==> config.mk <==
export PLATFORM = sky130hd
export DESIGN_NAME = bb3_queue
export DESIGN_NICKNAME = d
export VERILOG_FILES = /design/src/rtl/core/bb3_pkg.sv /design/src/rtl/core/bb3_queue.sv
export SDC_FILE = /design/constraint.sdc
export NUM_CORES = 1
export LEC_CHECK = 0
export ABC_AREA = 1
export BUFFER_PORTS_ARGS = -buffer_cell sky130_fd_sc_hd__buf_2
export CAP_MARGIN = 20
export CORE_MARGIN = 5
export CORE_UTILIZATION = 35
export CTS_BUF_LIST = sky130_fd_sc_hd__clkbuf_16
export DETAILED_ROUTE_END_ITERATION = 12
export GPL_TIMING_DRIVEN = 0
export PLACE_DENSITY = 0.63
export SYNTH_ARGS = -nofsm -noshare
export SYNTH_HDL_FRONTEND = slang
export SYNTH_SLANG_ARGS = --single-unit
==> constraint.sdc <==
create_clock -name clk -period 21.9 [get_ports clk]
set_input_delay 2.19 -clock clk [delete_from_list [all_inputs] [get_ports clk]]
set_output_delay 2.19 -clock clk [all_outputs]
set_load 0.01 [all_outputs]
==> src/rtl/core/bb3_pkg.sv <==
// shared types, register indexes and reciprocal table for the box blur
`default_nettype none
package bb3_pkg;

    typedef struct packed {
        logic [7:0] red;
        logic [7:0] green;
        logic [7:0] blue;
    } pix_t;

    // window[k][s]: k column (0 = two columns back), s row (0 = two rows up)
    typedef pix_t [2:0][2:0] window_t;

    typedef struct packed {
        window_t     win;
        logic [15:0] row;
        logic [9:0]  col;
        logic        r_ge1;
        logic        r_ge2;
        logic        c_ge1;
        logic        c_ge2;
        logic [3:0]  emits;
    } job_t;

    typedef enum logic {
        F_IDLE,
        F_PROC
    } front_state_t;

    localparam logic REG_WIDTH  = 1'b0;
    localparam logic REG_HEIGHT = 1'b1;

    localparam int QDEPTH = 2;
    localparam int QPTR_W = 1;

    localparam int RCP_SHIFT = 20;

    // ceil(2^20 / (2*cnt)); exact quotient for numerators below 8192
    function automatic logic [19:0] recip(input logic [3:0] cnt);
        logic [19:0] r;
        case (cnt)
            4'd1: r = 20'd524288;
            4'd2: r = 20'd262144;
            4'd3: r = 20'd174763;
            4'd4: r = 20'd131072;
            4'd5: r = 20'd104858;
            4'd6: r = 20'd87382;
            4'd7: r = 20'd74899;
            4'd8: r = 20'd65536;
            4'd9: r = 20'd58255;
            default: r = 20'd0;
        endcase
        return r;
    endfunction

endpackage
`default_nettype wire

==> src/rtl/core/bb3_queue.sv <==
// short job queue between front and back end
`default_nettype none
module bb3_queue (
    input  wire            clk,
    input  wire            rst_n,
    input  wire            push,
    input  bb3_pkg::job_t  push_job,
    input  wire            pop,
    output logic           full,
    output logic           valid,
    output bb3_pkg::job_t  head
);

    bb3_pkg::job_t                mem_reg [bb3_pkg::QDEPTH];
    logic [bb3_pkg::QPTR_W-1:0]   wptr_reg, rptr_reg;
    logic [bb3_pkg::QPTR_W:0]     count_reg;

    assign full  = (count_reg == (bb3_pkg::QPTR_W+1)'(bb3_pkg::QDEPTH));
    assign valid = (count_reg != '0);
    assign head  = mem_reg[rptr_reg];

    always_ff @(posedge clk or negedge rst_n)
    begin
        if (!rst_n)
        begin
            wptr_reg  <= '0;
            rptr_reg  <= '0;
            count_reg <= '0;
        end
        else
        begin
            if (push)
            begin
                wptr_reg <= wptr_reg + 1'b1;
            end
            if (pop)
            begin
                rptr_reg <= rptr_reg + 1'b1;
            end
            if (push && !pop)
            begin
                count_reg <= count_reg + 1'b1;
            end
            else if (pop && !push)
            begin
                count_reg <= count_reg - 1'b1;
            end
        end
    end

    always_ff @(posedge clk)
    begin
        if (push)
        begin
            mem_reg[wptr_reg] <= push_job;
        end
    end

endmodule
`default_nettype wire

# After elaboration in Yosys (flattened, before gate mapping)
# Memory sizes are Yosys's and may differ from the RTL's.
# Index checks and enable logic that the tools add are counted.
[totals] reg_bits=4 ram_bits=500 in_bits=254 output_inout_bits=252 word_cells=19 n_memories=1
[op_classes] n_addsub=4 n_eq_ne=1 n_mux=4 reduce_logical=6
[mem_list] name="mem_reg" words=2 word_bits=250 read_ports=1 rd_ports_with_merged_regs=0 write_ports=1 line_no="bb3_queue.sv:14" rtl="bb3_pkg::job_t mem_reg [bb3_pkg::QDEPTH];"
[op_table] operator="2-bit two-way mux" n=2
[op_table] operator="2-bit nonzero test" n=2
[op_table] operator="1-bit adder, second input constant" n=2
[op_table] operator="2-bit by 1-bit adder with 2-bit output, second input constant" n=1
[op_table] operator="2-bit == test, second input constant" n=1
[op_table] operator="1-bit logical AND" n=2
[op_table] operator="1-bit zero test" n=2
[op_table] operator="1-bit two-way mux" n=2
[op_table] operator="2-bit by 1-bit subtractor with 2-bit output, second input constant" n=1

# Depth between registers and ports, before layout
[logic_depth] depth_word=4 ltp_mapped=7 ltp_nobuf=7

# Worst setup path before layout
# Ideal clock, no wire load.
[synth_timing] path_kind="in2reg" start="input port push" end="memory mem_reg[0][0] in the netlist's numbering, enable pin" setup_ns=0.872 arrival_time_ns=12.673 t_required_ns=21.028 path_slack_ns=8.354 stages=2 n_path_buf=0 cell_sequence="inv_1 nor2_1"
[synth_between] elab_chain_cells=2
[synth_lines] item="start, declared" line_no="bb3_queue.sv:6" rtl="input wire push,"
[synth_lines] item="1-bit two-way mux" line_no="bb3_queue.sv:53" rtl="if (push)"
[synth_lines] item="1-bit two-way mux (not written as such)" line_no="bb3_queue.sv:55" rtl="mem_reg[wptr_reg] <= push_job;"
[synth_lines] item="end, declared" line_no="bb3_queue.sv:14"
# No other way between the ends.

==> results_dict.tcl <==
set metrics [dict create \
    run_status "completed" \
    num_io_pins 506 \
    slew_headroom_pct 45.4 \
    hp-class "reg -> reg" \
    yosysSeqAreaShare_pct 79.4 \
    drv_slew 0 \
    required_ns 19.71 \
    r2r_slack_ns 19.43 \
    rsz0062_at_grt "false" \
    die_h_um 243 \
    dieArea_um2 59100 \
    power.total_uw 3210 \
    path_buf_inv 4 \
    drive_above_1_share_pct 61.5 \
    cpMostUsedCell "buf_6" \
    cp_slowest_cell "dfrtp_1" \
    num_rows 85 \
    hold_buffers 0 \
    grt.total_usage_pct 13.6 \
    cts_tree "built" \
    grt_pass1_wl_mm 61.6 \
    dr.pass1.iters 4 \
    grt_overflow 0 \
    dp.cells 2015 \
    rr_startpoint "wptr_reg" \
    crit_path_cell_trace "buf_6 -> buf_6 -> buf_6 -> mux2_4 -> buf_2" \
    fillerInstances 4658 \
    synthCells 803 \
    finalWorstSetupSlack_ns 17.70 \
    wl_mm 42.1 \
    detail_route.wl_per_cell_um 19.9 \
    cts-root-buf "clkbuf_16" \
    critical_path_arrival_ns 2.01 \
    routed_via_density 4.46 \
    worst_skew_pair.late_latency_ns 0.57 \
    drc 0 \
    fp.coreArea_um2 53800 \
    finalClockSkew_ns 0.0112 \
    numCtsBuffers 53 \
    final.setup.tns_ns 0 \
    io_buffer_count 505 \
    nets 1629 \
    power.density_nw_per_um2 132 \
    whs_path_depth 2 \
    netlist_area_um2 19000 \
    critical-path-top-delay-family "buffers and inverters" \
    slowest_delay_ns 0.34 \
    ctsResizeCount 0 \
    dp_slack_ns 17.44 \
    cp_max_fo 10 \
    worst_pin_slew_ns 0.817 \
    mostFrequentLayoutCell "buf_2" \
    synth_seq_cells 504 \
    cts.sinks 504 \
    antenna_found_initial 10 \
    area_delta_synth_final_pct 28.0 \
    synth_cell_types 14 \
    leakagePower_uw 0.00971 \
    cp-start-kind "flop" \
    layout_common_cells "buf_2 (511), edfxtp_1 (500), mux2_4 (190)" \
    grt_max_degree 116 \
    peakVddDrop_v 0.000104 \
    worst-r2r-cell-count 5 \
    path_class "reg -> out" \
    final-setup-viol-count 0 \
    instances_no_fill 2116 \
    first_iter_violations 431 \
    syn_avg_cell_area_um2 23.7 \
    final_hold_viol_count 0 \
    period_needed_ns 4.20 \
    start_util_pct 35.4 \
    yosys_warnings 0 \
    vias 9431 \
    postCtsSetupBuffers 0 \
    drv_cap 0 \
    cts_buffer_depth 3 \
    placed_area_um2 22700 \
    dp_hpwl_mm 30.4 \
    max_freq_mhz 238 \
    final.period_utilization_pct 19.2 \
    ant_nets 0 \
    r2r-end "mem_reg[0][145]" \
    place_congestion 0.750 \
    end_kind "primary output" \
    min_to "count_reg[1]" \
    hold_start "count_reg[1]" \
    die_x_um 243 \
    largest_register_ffs 500 \
    grt_pass1_vias 9913 \
    clkSlewWorstSetupHoldPaths_ns 0.06 \
    h-tree-depth 2 \
    synth_fp_nets 1058 \
    design_area_um2 24400 \
]
## per-stage QoR
stage | utilization [%] | hold slack, ns
after global routing | 45.3 | 0.527
after floorplan | - | 0.442
after global placement | 41.7 | 0.476
after CTS | 45.2 | 0.502
after detailed placement | 42.2 | 0.489
final | 45.3 | 0.493
## how the worst max path moves through the flow
stage	from	endpoint	slack, ns	cells past startpoint
after CTS	rptr_reg	head[173]	17.61	5
after global placement	push	mem_reg[0][199]	1.75	3
after detailed placement	push	mem_reg[0][154]	17.44	7
after global routing	rptr_reg	head[173]	17.59	5
final	rptr_reg	head[98]	17.70	5
after floorplan	push	mem_reg[0][0]	8.35	2
## worst min-delay path, cell delays in order (launching register included)
cell,delay (ns)
dfrtp_1,0.35
nand2_1,0.06
nand2_1,0.05
## logic make-up (layout without fill, tap and decap cells)
logic type / count (synthesis) / count (layout) / synth area share, %
and+or+nand+nor: 10 / 10 / 0.217
xor gates and xnor gates: 3 / 3 / 0.138
adders and majority gates: 1 / 1 / 0.0657
DFF: 504 / 504 / 79.4
muxes: 250 / 250 / 18.5
other: 0 / 8 / 0
buffers and inverters: 35 / 644 / 1.60
## cells in the mapped netlist (all sizes together)
| cell type | count | share of area, % |
|---|---|---|
| ha | 1 | 0.066 |
| buf | 28 | 1.5 |
| nand2 | 6 | 0.12 |
| nand3 | 1 | 0.026 |
| xor2 | 2 | 0.092 |
| dfrtp | 4 | 0.53 |
| edfxtp | 500 | 79 |
| inv | 7 | 0.14 |
| xnor2 | 1 | 0.046 |
| nor2 | 2 | 0.039 |
| mux2 | 250 | 19 |
| nand4 | 1 | 0.033 |
## power by group
part / switching [uW] / internal [uW]
combinational: 530 / 513
clock: 352 / 496
sequential: 40.1 / 1280
total: 922 / 2290
## metal layers
layer	vias up	GRT usage, %	part of all wire [%]
met2	289	24.4	53
li1	4366	-	-
met4	2	4.96	2.8
met3	86	4.27	7.3
met5	-	0	0.036
met1	4688	15.2	37
## area by class of cell
type                    instances  area (um^2)  share of cell area, %
flip-flops and latches        504        15100                   62.0
diodes                          8         20.0                 0.0822
well taps                     696          871                   3.57
clock buffers                  53         1330                   5.44
plain buffers                  28          278                   1.14
clock inverters                40          315                   1.29
inverters                       7         33.8                  0.139
repair buffers                516         2790                   11.4
multi-input cells             264         3620                   14.8
Note: power is estimated with default switching activity, not from simulation.
