$ cat config.mk
export PLATFORM = sky130hd
export DESIGN_NAME = bb3_back
export DESIGN_NICKNAME = d
export VERILOG_FILES = /design/src/rtl/core/bb3_pkg.sv /design/src/rtl/core/bb3_back.sv
export SDC_FILE = /design/constraint.sdc
export NUM_CORES = 2
export LEC_CHECK = 0
export BUFFER_PORTS_ARGS = -buffer_cell sky130_fd_sc_hd__buf_2
export CAP_MARGIN = 20
export CORE_MARGIN = 4
export CORE_UTILIZATION = 50
export DETAILED_ROUTE_END_ITERATION = 12
export PLACE_DENSITY = 0.79
export SLEW_MARGIN = 20
export SYNTH_ARGS = -nofsm -noshare
export SYNTH_HDL_FRONTEND = slang
export SYNTH_SLANG_ARGS = --single-unit
$ cat constraint.sdc
create_clock -name clk -period 11.1 [get_ports clk]
set_input_delay 0.555 -clock clk [delete_from_list [all_inputs] [get_ports clk]]
set_output_delay 0.555 -clock clk [all_outputs]
set_load 0.03 [all_outputs]
$ cat src/rtl/core/bb3_pkg.sv
// shared types, register indexes and reciprocal table for the box blur
`default_nettype none
package bb3_pkg;

    typedef struct packed {
        logic [7:0] red;
        logic [7:0] green;
        logic [7:0] blue;
    } pix_t;

    // window[k][s]: k column (0 = two columns back), s row (0 = two rows up)
    typedef pix_t [2:0][2:0] window_t;

    typedef struct packed {
        window_t     win;
        logic [15:0] row;
        logic [9:0]  col;
        logic        r_ge1;
        logic        r_ge2;
        logic        c_ge1;
        logic        c_ge2;
        logic [3:0]  emits;
    } job_t;

    typedef enum logic {
        F_IDLE,
        F_PROC
    } front_state_t;

    localparam logic REG_WIDTH  = 1'b0;
    localparam logic REG_HEIGHT = 1'b1;

    localparam int QDEPTH = 2;
    localparam int QPTR_W = 1;

    localparam int RCP_SHIFT = 20;

    // ceil(2^20 / (2*cnt)); exact quotient for numerators below 8192
    function automatic logic [19:0] recip(input logic [3:0] cnt);
        logic [19:0] r;
        case (cnt)
            4'd1: r = 20'd524288;
            4'd2: r = 20'd262144;
            4'd3: r = 20'd174763;
            4'd4: r = 20'd131072;
            4'd5: r = 20'd104858;
            4'd6: r = 20'd87382;
            4'd7: r = 20'd74899;
            4'd8: r = 20'd65536;
            4'd9: r = 20'd58255;
            default: r = 20'd0;
        endcase
        return r;
    endfunction

endpackage
`default_nettype wire

$ cat src/rtl/core/bb3_back.sv
// back end: per-result window sum, reciprocal divide and output register
`default_nettype none
module bb3_back (
    input  wire            clk,
    input  wire            rst_n,
    input  wire            q_valid,
    input  bb3_pkg::job_t  q_head,
    output logic           q_pop,
    output logic           empty,
    input  wire            pop,
    output logic [7:0]     out_red,
    output logic [7:0]     out_green,
    output logic [7:0]     out_blue,
    output logic [15:0]    out_row,
    output logic [9:0]     out_column,
    output logic           last_in_run,
    output logic           last_of_frame
);

    logic [3:0] done_reg, pend, pick, rest;
    logic       advance, issue, row_prev, col_prev;
    logic [2:0] rowm, colm;
    logic [11:0] sum_r, sum_g, sum_b;
    logic [3:0]  cnt;

    logic        v1_reg, vout_reg;
    logic [12:0] n_r_reg, n_g_reg, n_b_reg;
    logic [19:0] rcp_reg;
    logic [15:0] row1_reg;
    logic [9:0]  col1_reg;
    logic        lir1_reg, lof1_reg;
    logic [32:0] p_r, p_g, p_b;

    assign pend    = q_head.emits & ~done_reg;
    assign advance = !vout_reg || pop;
    assign empty   = !vout_reg;

    // lowest pending result first keeps raster order
    always_comb
    begin
        if (pend[0])      pick = 4'b0001;
        else if (pend[1]) pick = 4'b0010;
        else if (pend[2]) pick = 4'b0100;
        else              pick = 4'b1000;
    end

    assign rest  = pend & ~pick;
    assign issue = advance && q_valid && (pend != 4'd0);
    assign q_pop = q_valid && ((pend == 4'd0) || (issue && (rest == 4'd0)));

    assign row_prev = pick[0] || pick[1];
    assign col_prev = pick[0] || pick[2];
    assign rowm = {1'b1, q_head.r_ge1, row_prev && q_head.r_ge2};
    assign colm = {1'b1, q_head.c_ge1, col_prev && q_head.c_ge2};

    always_comb
    begin
        sum_r = '0;
        sum_g = '0;
        sum_b = '0;
        cnt   = '0;
        for (int k = 0; k < 3; k++)
        begin
            for (int s = 0; s < 3; s++)
            begin
                if (rowm[s] && colm[k])
                begin
                    sum_r = sum_r + 12'(q_head.win[k][s].red);
                    sum_g = sum_g + 12'(q_head.win[k][s].green);
                    sum_b = sum_b + 12'(q_head.win[k][s].blue);
                    cnt   = cnt + 4'd1;
                end
            end
        end
    end

    assign p_r = 33'(n_r_reg) * 33'(rcp_reg);
    assign p_g = 33'(n_g_reg) * 33'(rcp_reg);
    assign p_b = 33'(n_b_reg) * 33'(rcp_reg);

    always_ff @(posedge clk or negedge rst_n)
    begin
        if (!rst_n)
        begin
            done_reg <= '0;
            v1_reg   <= 1'b0;
            vout_reg <= 1'b0;
        end
        else
        begin
            if (q_pop)
            begin
                done_reg <= '0;
            end
            else if (issue)
            begin
                done_reg <= done_reg | pick;
            end
            if (advance)
            begin
                v1_reg   <= issue;
                vout_reg <= v1_reg;
            end
        end
    end

    always_ff @(posedge clk)
    begin
        if (advance)
        begin
            n_r_reg  <= 13'({sum_r, 1'b0}) + 13'(cnt);
            n_g_reg  <= 13'({sum_g, 1'b0}) + 13'(cnt);
            n_b_reg  <= 13'({sum_b, 1'b0}) + 13'(cnt);
            rcp_reg  <= bb3_pkg::recip(cnt);
            row1_reg <= q_head.row - (row_prev ? 16'd1 : 16'd0);
            col1_reg <= q_head.col - (col_prev ? 10'd1 : 10'd0);
            lir1_reg <= (rest == 4'd0);
            lof1_reg <= pick[3];

            out_red       <= p_r[bb3_pkg::RCP_SHIFT +: 8];
            out_green     <= p_g[bb3_pkg::RCP_SHIFT +: 8];
            out_blue      <= p_b[bb3_pkg::RCP_SHIFT +: 8];
            out_row       <= row1_reg;
            out_column    <= col1_reg;
            last_in_run   <= lir1_reg;
            last_of_frame <= lof1_reg;
        end
    end

endmodule
`default_nettype wire

== Word-level counts from Yosys, hierarchy flattened ==
Memories as Yosys holds them, arrays and structs flattened. A register that Yosys moved wholly into a read port is not among the register bits.
Cells that the tools add are included.
Word-level totals
  flip-flop bits (word level): 125
  bits in read-only memories: 320
  input bits: 254
  output and inout bits: 54
  word-level logic and storage cells: 121
  memories kept: 1
Cells by class
  add/sub/neg operators: 37
  multiply operators: 3
  multiplexer cells: 39
  bitwise gates (word level): 5
  reduce and logical (&&, ||, !) cells: 19
Memories
  (name not given): depth 16, width 20, read ports 1, clocked after memory_dff 1, wr ports 0, RTL line bb3_pkg.sv:41  | case (cnt)
Operators by type and width (number)
  12-bit by 8-bit adder with 12-bit output: 24
  12-bit two-way mux: 21
  13-bit by 20-bit multiplier with 28-bit output: 3
  4-bit two-way mux: 12
  13-bit by 4-bit adder with 13-bit output: 3
  4-bit by 1-bit adder with 4-bit output, second input constant: 8
  8-bit two-way mux: 3
  16-bit by 1-bit subtractor with 16-bit output: 1
  1-bit logical AND: 10
  10-bit by 1-bit subtractor with 10-bit output: 1
  4-bit bitwise AND: 2
  4-bit zero test: 2
  4-bit NOT: 2
  1-bit logical OR: 4
  4-bit bitwise OR: 1
  4-bit nonzero test: 1
  1-bit two-way mux: 3
  2-bit nonzero test: 1
  1-bit zero test: 1

== Depth between registers and ports, before layout ==
  depth in word-level cells: 25
  depth in mapped cells: 55
  mapped depth without buffers: 52

== Worst setup path after synthesis ==
OpenSTA, ideal clock, no wires.
  path type: input port to flip-flop
  start: input q_head[4] (netlist name)
  end: register n_b_reg[12] (data pin)
  setup time: 263 ps
  data arrival time: 9469 ps
  required time: 10837 ps
  path slack: 1368 ps
  stages: 51
  buffers on the path: 3
  path through: and4b_1 -> buf_2 -> clkbuf_1 -> clkbuf_1 -> and2_1 -> ha_1 -> inv_1 -> fa_1 -> nand2b_1 -> nand3_1 -> nand2_1 -> a21oi_1 -> xnor2_1 -> a22o_1 -> ha_1 -> o21ai_1 -> a21oi_2 -> a211oi_1 -> [15 not listed] -> ha_1 -> or2_2 -> o21ai_0 -> a21oi_1 -> ha_1 -> or2_2 -> o21ai_0 -> a21oi_1 -> ha_1 -> a21boi_0 -> o21ai_0 -> nand2b_1 -> xnor2_1 -> xnor2_1 -> and3_1 -> o22ai_1 -> a21oi_2 -> xor2_1
Between the ends
  longest elaborated chain between the ends: 19
  elaborated cells between the ends (all ways): 36
  those cells by class: add/sub: 17; mux: 16; reduce/logical: 3
RTL lines
  start: declaration: RTL line bb3_back.sv:7  | input bb3_pkg::job_t q_head,
  1-bit logical AND *: RTL line bb3_back.sv:54  | assign colm = {1'b1, q_head.c_ge1, col_prev && q_head.c_ge2};
  1-bit logical AND: RTL line bb3_back.sv:66  | if (rowm[s] && colm[k])
  8-bit two-way mux / 1-bit two-way mux (equally long branches): RTL line bb3_back.sv:66
  12-bit by 8-bit adder with 12-bit output / 4-bit by 1-bit adder with 4-bit output (equally long branches): RTL line bb3_back.sv:70, bb3_back.sv:71
  12-bit two-way mux / 4-bit two-way mux (equally long branches): RTL line bb3_back.sv:66
  12-bit by 8-bit adder with 12-bit output / 4-bit by 1-bit adder with 4-bit output (equally long branches): RTL line bb3_back.sv:70, bb3_back.sv:71
  12-bit two-way mux / 4-bit two-way mux (equally long branches): RTL line bb3_back.sv:66
  12-bit by 8-bit adder with 12-bit output / 4-bit by 1-bit adder with 4-bit output (equally long branches): RTL line bb3_back.sv:70, bb3_back.sv:71
  [3 not listed]
  12-bit by 8-bit adder with 12-bit output / 4-bit by 1-bit adder with 4-bit output (equally long branches): RTL line bb3_back.sv:70, bb3_back.sv:71
  12-bit two-way mux / 4-bit two-way mux (equally long branches): RTL line bb3_back.sv:66
  12-bit by 8-bit adder with 12-bit output / 4-bit by 1-bit adder with 4-bit output (equally long branches): RTL line bb3_back.sv:70, bb3_back.sv:71
  12-bit two-way mux / 4-bit two-way mux (equally long branches): RTL line bb3_back.sv:66
  12-bit by 8-bit adder with 12-bit output / 4-bit by 1-bit adder with 4-bit output (equally long branches): RTL line bb3_back.sv:70, bb3_back.sv:71
  12-bit two-way mux / 4-bit two-way mux (equally long branches): RTL line bb3_back.sv:66
  12-bit by 8-bit adder with 12-bit output / 4-bit by 1-bit adder with 4-bit output (equally long branches): RTL line bb3_back.sv:70, bb3_back.sv:71
  13-bit by 4-bit adder with 13-bit output *: RTL line bb3_back.sv:113  | n_b_reg <= 13'({sum_b, 1'b0}) + 13'(cnt);
  end signal: assignment: RTL line bb3_back.sv:113
  end: declaration: RTL line bb3_back.sv:27  | logic [12:0] n_r_reg, n_g_reg, n_b_reg;
Mark *: on every way between the ends. The rest lies on a longest branch, timed or not.
A chain may end at the register's enable or synchronous reset.

== Worst setup path in the final report ==
  start: register done_reg[0]
  end: register n_g_reg[12] (data pin)
Between the ends
  longest elaborated chain between the ends: 23
  elaborated cells between the ends (all ways): 43
  those cells by class: add/sub: 17; mux: 17; bitwise: 2; reduce/logical: 7
RTL lines
  start: declaration: RTL line bb3_back.sv:20  | logic [3:0] done_reg, pend, pick, rest;
  start signal: assignment: RTL line bb3_back.sv:97  | done_reg <= done_reg | pick;
  4-bit NOT *: RTL line bb3_back.sv:34  | assign pend = q_head.emits & ~done_reg;
  4-bit bitwise AND *: RTL line bb3_back.sv:34
  4-bit two-way mux *: RTL line bb3_back.sv:41  | if (pend[0]) pick = 4'b0001;
  1-bit logical OR, on equally long branches: RTL line bb3_back.sv:51, bb3_back.sv:52
  1-bit logical AND, on equally long branches: RTL line bb3_back.sv:53, bb3_back.sv:54
  1-bit logical AND: RTL line bb3_back.sv:66
  8-bit two-way mux / 1-bit two-way mux (equally long branches): RTL line bb3_back.sv:66
  12-bit by 8-bit adder with 12-bit output / 4-bit by 1-bit adder with 4-bit output (equally long branches): RTL line bb3_back.sv:69, bb3_back.sv:71
  [7 not listed]
  12-bit by 8-bit adder with 12-bit output / 4-bit by 1-bit adder with 4-bit output (equally long branches): RTL line bb3_back.sv:69, bb3_back.sv:71
  12-bit two-way mux / 4-bit two-way mux (equally long branches): RTL line bb3_back.sv:66
  12-bit by 8-bit adder with 12-bit output / 4-bit by 1-bit adder with 4-bit output (equally long branches): RTL line bb3_back.sv:69, bb3_back.sv:71
  12-bit two-way mux / 4-bit two-way mux (equally long branches): RTL line bb3_back.sv:66
  12-bit by 8-bit adder with 12-bit output / 4-bit by 1-bit adder with 4-bit output (equally long branches): RTL line bb3_back.sv:69, bb3_back.sv:71
  12-bit two-way mux / 4-bit two-way mux (equally long branches): RTL line bb3_back.sv:66
  12-bit by 8-bit adder with 12-bit output / 4-bit by 1-bit adder with 4-bit output (equally long branches): RTL line bb3_back.sv:69, bb3_back.sv:71
  13-bit by 4-bit adder with 13-bit output *: RTL line bb3_back.sv:112  | n_g_reg <= 13'({sum_g, 1'b0}) + 13'(cnt);
  end signal: assignment: RTL line bb3_back.sv:112
  end: declaration: RTL line bb3_back.sv:27
Marked as above.

==> impl_results.rst <==
.. list-table::
   :header-rows: 1

   * - Metric
     - Value
   * - MaxCap Viol Count
     - 0
   * - Final worst clock skew
     - 24.73 ps
   * - Die outline area
     - 0.07794 sq mm
   * - Arrival time at the worst endpoint
     - 10470 ps
   * - Most used standard cells in the synthesized netlist
     - sky130_fd_sc_hd__inv_1 (739), sky130_fd_sc_hd__fa_1 (594), sky130_fd_sc_hd__nand2_1 (559), sky130_fd_sc_hd__ha_1 (377), sky130_fd_sc_hd__and2_1 (253)
   * - Setup repair after global routing missed its margin
     - no
   * - Ranking of synthesized cells by area
     - sky130_fd_sc_hd__fa_1 (32%), sky130_fd_sc_hd__ha_1 (13%), sky130_fd_sc_hd__edfxtp_1 (11%), sky130_fd_sc_hd__inv_1 (7.5%), sky130_fd_sc_hd__nand2_1 (5.7%)
   * - Worst Hold Launch
     - q_head[17]
   * - Largest area contributor in the netlist
     - sky130_fd_sc_hd__fa_1
   * - Share of the synthesized area in the top cell type
     - 0.3234
   * - Input/output buffers
     - 307
   * - Count of nets after finishing
     - 5606
   * - Area delta synth->final
     - 8.391%
   * - Final sum of negative setup slack
     - 0 ps
   * - Required time at the endpoint of the critical path
     - 11300 ps
   * - Synth cell types
     - 96
   * - Critical path start-end classification
     - flip-flop to flip-flop
   * - Share of layout cells above drive strength 1
     - 0.09945
   * - Terminating pin of the worst hold path
     - col1_reg[9]$_DFFE_PN_
   * - Cell area after technology mapping
     - 0.03677 sq mm
   * - Effective utilization at floorplan
     - 0.5040
   * - Post-CTS Setup Inserts
     - 0
   * - DRT iter0 DRCs
     - 2038
   * - Status
     - completed
   * - Number of ports placed on the die boundary
     - 308
   * - Number of endpoints failing setup at the final stage
     - 0
   * - Startpoint of the lowest-slack register-to-register path
     - done_reg[0]$_DFFE_PN0P_
   * - Headroom to the max-slew limit
     - 0.2024
   * - DRC errors left
     - 0
   * - Maximum level of the CTS H-tree
     - 4
   * - Maximum number of buffers from clock root to sink
     - 2
   * - Vias in the first global route
     - 31.00k
   * - Sequential share of the synthesized area
     - 0.1135
   * - Type of destination of the critical path
     - flip-flop
   * - FF-to-FF path depth
     - 45
   * - Antenna violations before repair
     - 31
   * - Filler Cells Inserted
     - 6328
   * - Most used cell along the critical path
     - sky130_fd_sc_hd__ha_1
   * - Total half-perimeter wirelength after legalization and detailed placement
     - 82370 microns
   * - Clock-pin slew of the registers on the worst-case setup and hold paths
     - 90 ps
   * - Class of the tightest hold or removal check
     - input pin to flip-flop
   * - Yosys warning count
     - 0
   * - TritonCTS clock tree
     - done
   * - Largest fanout on the critical path
     - 35
   * - Horizontal die dimension
     - 279.2 microns
   * - Total detailed-routing wirelength
     - 102000 microns
   * - Endpoint of the lowest-slack register-to-register path
     - n_g_reg[12]$_DFFE_PN_
   * - Count of flip-flops with a built-in enable after synthesis
     - 134
   * - Routed via count
     - 29.57k
   * - DR pass1 iterations
     - 5
   * - Final max-slew violation count
     - 0
   * - Root Buffer
     - sky130_fd_sc_hd__clkbuf_16
   * - Number of register bits inferred by synthesis
     - 140
   * - CP max stage delay
     - 500 ps
   * - Antenna-violating nets left
     - 0
   * - Asr flop ratio synth
     - 0.04286
   * - Critical Path Source Type
     - flip-flop
   * - Final clock period utilization by the worst path
     - 0.9245
   * - Overall global routing resource usage
     - 0.2670
   * - Die Span Y
     - 279.2 microns
   * - Max Freq
     - 97.45 MHz
   * - Most instantiated library cell after synthesis
     - sky130_fd_sc_hd__inv_1
   * - Largest register FFs
     - 17
   * - Slack of the worst reg-to-reg path
     - 840 ps
   * - Gr ovfl total
     - 0
   * - Placer's final routability congestion estimate
     - 0.9549
   * - Hold violation count in the final report
     - 0
   * - Largest net degree at the start of global routing
     - 77
   * - Global-route wire length before repair
     - 164400 microns
   * - Number of instances on the worst hold path
     - 2
   * - Actual slew at the worst max-slew pin
     - 1196 ps
   * - Crit. Startpoint
     - done_reg[0]$_DFFE_PN0P_
   * - Count of clock tree sinks
     - 140
   * - Floorplan row count
     - 99
   * - Gate count of the mapped netlist
     - 4174
   * - Floorplan core area
     - 0.07296 sq mm
   * - Vias per inst
     - 5.504
   * - Net count after synthesis
     - 5399
   * - Clock network latency to the later pin of the worst-skew pair
     - 470 ps
   * - Post-layout minimum cycle time
     - 10260 ps
   * - Average routed wire per standard cell
     - 18.98 microns
   * - Average cell area after synthesis
     - 8.809 sq um
   * - Most common flop cell mapped by yosys
     - sky130_fd_sc_hd__edfxtp_1
   * - Clock buffers created by TritonCTS
     - 17
   * - Critical path's slowest cell
     - sky130_fd_sc_hd__o31ai_1
## layout make-up
class	count	area (sq um)	share of cell area
Timing Repair Buffer	346	1832	0.04596
Clock inverter	15	175.2	0.004395
Tap cell	959	1200	0.03011
Multi-Input combinational cell	3136	29220	0.7333
Sequential cell	140	4174	0.1047
Antenna cell	19	47.55	0.001193
Inverter	740	2778	0.06969
Clock buffer	17	425.4	0.01067
## metal layers
metal | share of wire | vias up | track usage
li1 | - | 13680 | -
met1 | 0.38 | 14380 | 0.3277
met2 | 0.49 | 1223 | 0.4597
met3 | 0.083 | 261 | 0.04774
met4 | 0.052 | 22 | 0.1226
met5 | 0.0014 | - | 0
## what timing repair did
item,4_1_cts,5_1_grt
hold endpoints to repair,6,0
hold buffers,1,0
resized for setup,0,2
endpoints found under the setup margin,0,2
## layout by cell type, fill, tap and decap left out, types with 149 or more instances in the layout
master	Yosys	final
sky130_fd_sc_hd__ha_1	377	377
sky130_fd_sc_hd__o21ai_0	150	149
sky130_fd_sc_hd__nor2_1	197	195
sky130_fd_sc_hd__xnor2_1	170	170
sky130_fd_sc_hd__inv_1	739	739
sky130_fd_sc_hd__fa_1	594	594
sky130_fd_sc_hd__a21oi_1	158	158
sky130_fd_sc_hd__buf_2	2	307
sky130_fd_sc_hd__and2_1	253	253
sky130_fd_sc_hd__nand2_1	559	559
## worst max path at each step
stage | slack [ps] | end | cells after the start
6_report | 840 | n_g_reg[12]$_DFFE_PN_ | 45
5_1_grt | 60 | n_b_reg[12]$_DFFE_PN_ | 52
4_1_cts | 720 | n_r_reg[12]$_DFFE_PN_ | 40
3_5_place_dp | 540 | n_r_reg[12]$_DFFE_PN_ | 41
3_3_place_gp | 750 | n_r_reg[12]$_DFFE_PN_ | 41
2_1_floorplan | 1370 | n_b_reg[12]$_DFFE_PN_ | 51
## metrics by stage
step | instances | hold slack (ps) | setup WS, ps | cell area [sq um] | utilization
global placement | 5320 | 382.5 | 752.3 | 39200 | 0.5372
floorplan | 4174 | 259.4 | 1368 | 36770 | -
detailed placement | 5320 | 385.2 | 537.5 | 39200 | 0.5372
global route | 5359 | 379.2 | 55.45 | 39820 | 0.5458
CTS | 5353 | 366.6 | 715.8 | 39810 | 0.5456
finish | 5372 | 386.4 | 838.0 | 39860 | 0.5463
## critical path: cells and delay by family (launching register included)
kind                       cells  cell delay, ps
xor gates and xnor gates       7            1190
buffers and inverters          3             530
and+or+nand+nor               12            2050
DFF                            1             400
AOI/OAI and AO/OA             13            2720
muxes                          1             100
adders and majority gates      9            2970
## logic make-up after synthesis
| group | after synthesis | synth area share |
|---|---|---|
| fa+ha+maj | 974 | 0.4525 |
| compound gates | 616 | 0.1084 |
| buf+inv | 898 | 0.09204 |
| mux | 37 | 0.01079 |
| xor+xnor | 253 | 0.06098 |
| simple gates | 1256 | 0.1618 |
| flops | 140 | 0.1135 |
Power is left out: the tool's default activity adds up to more than one toggle a clock period on the data nets, which glitch-free logic cannot reach.
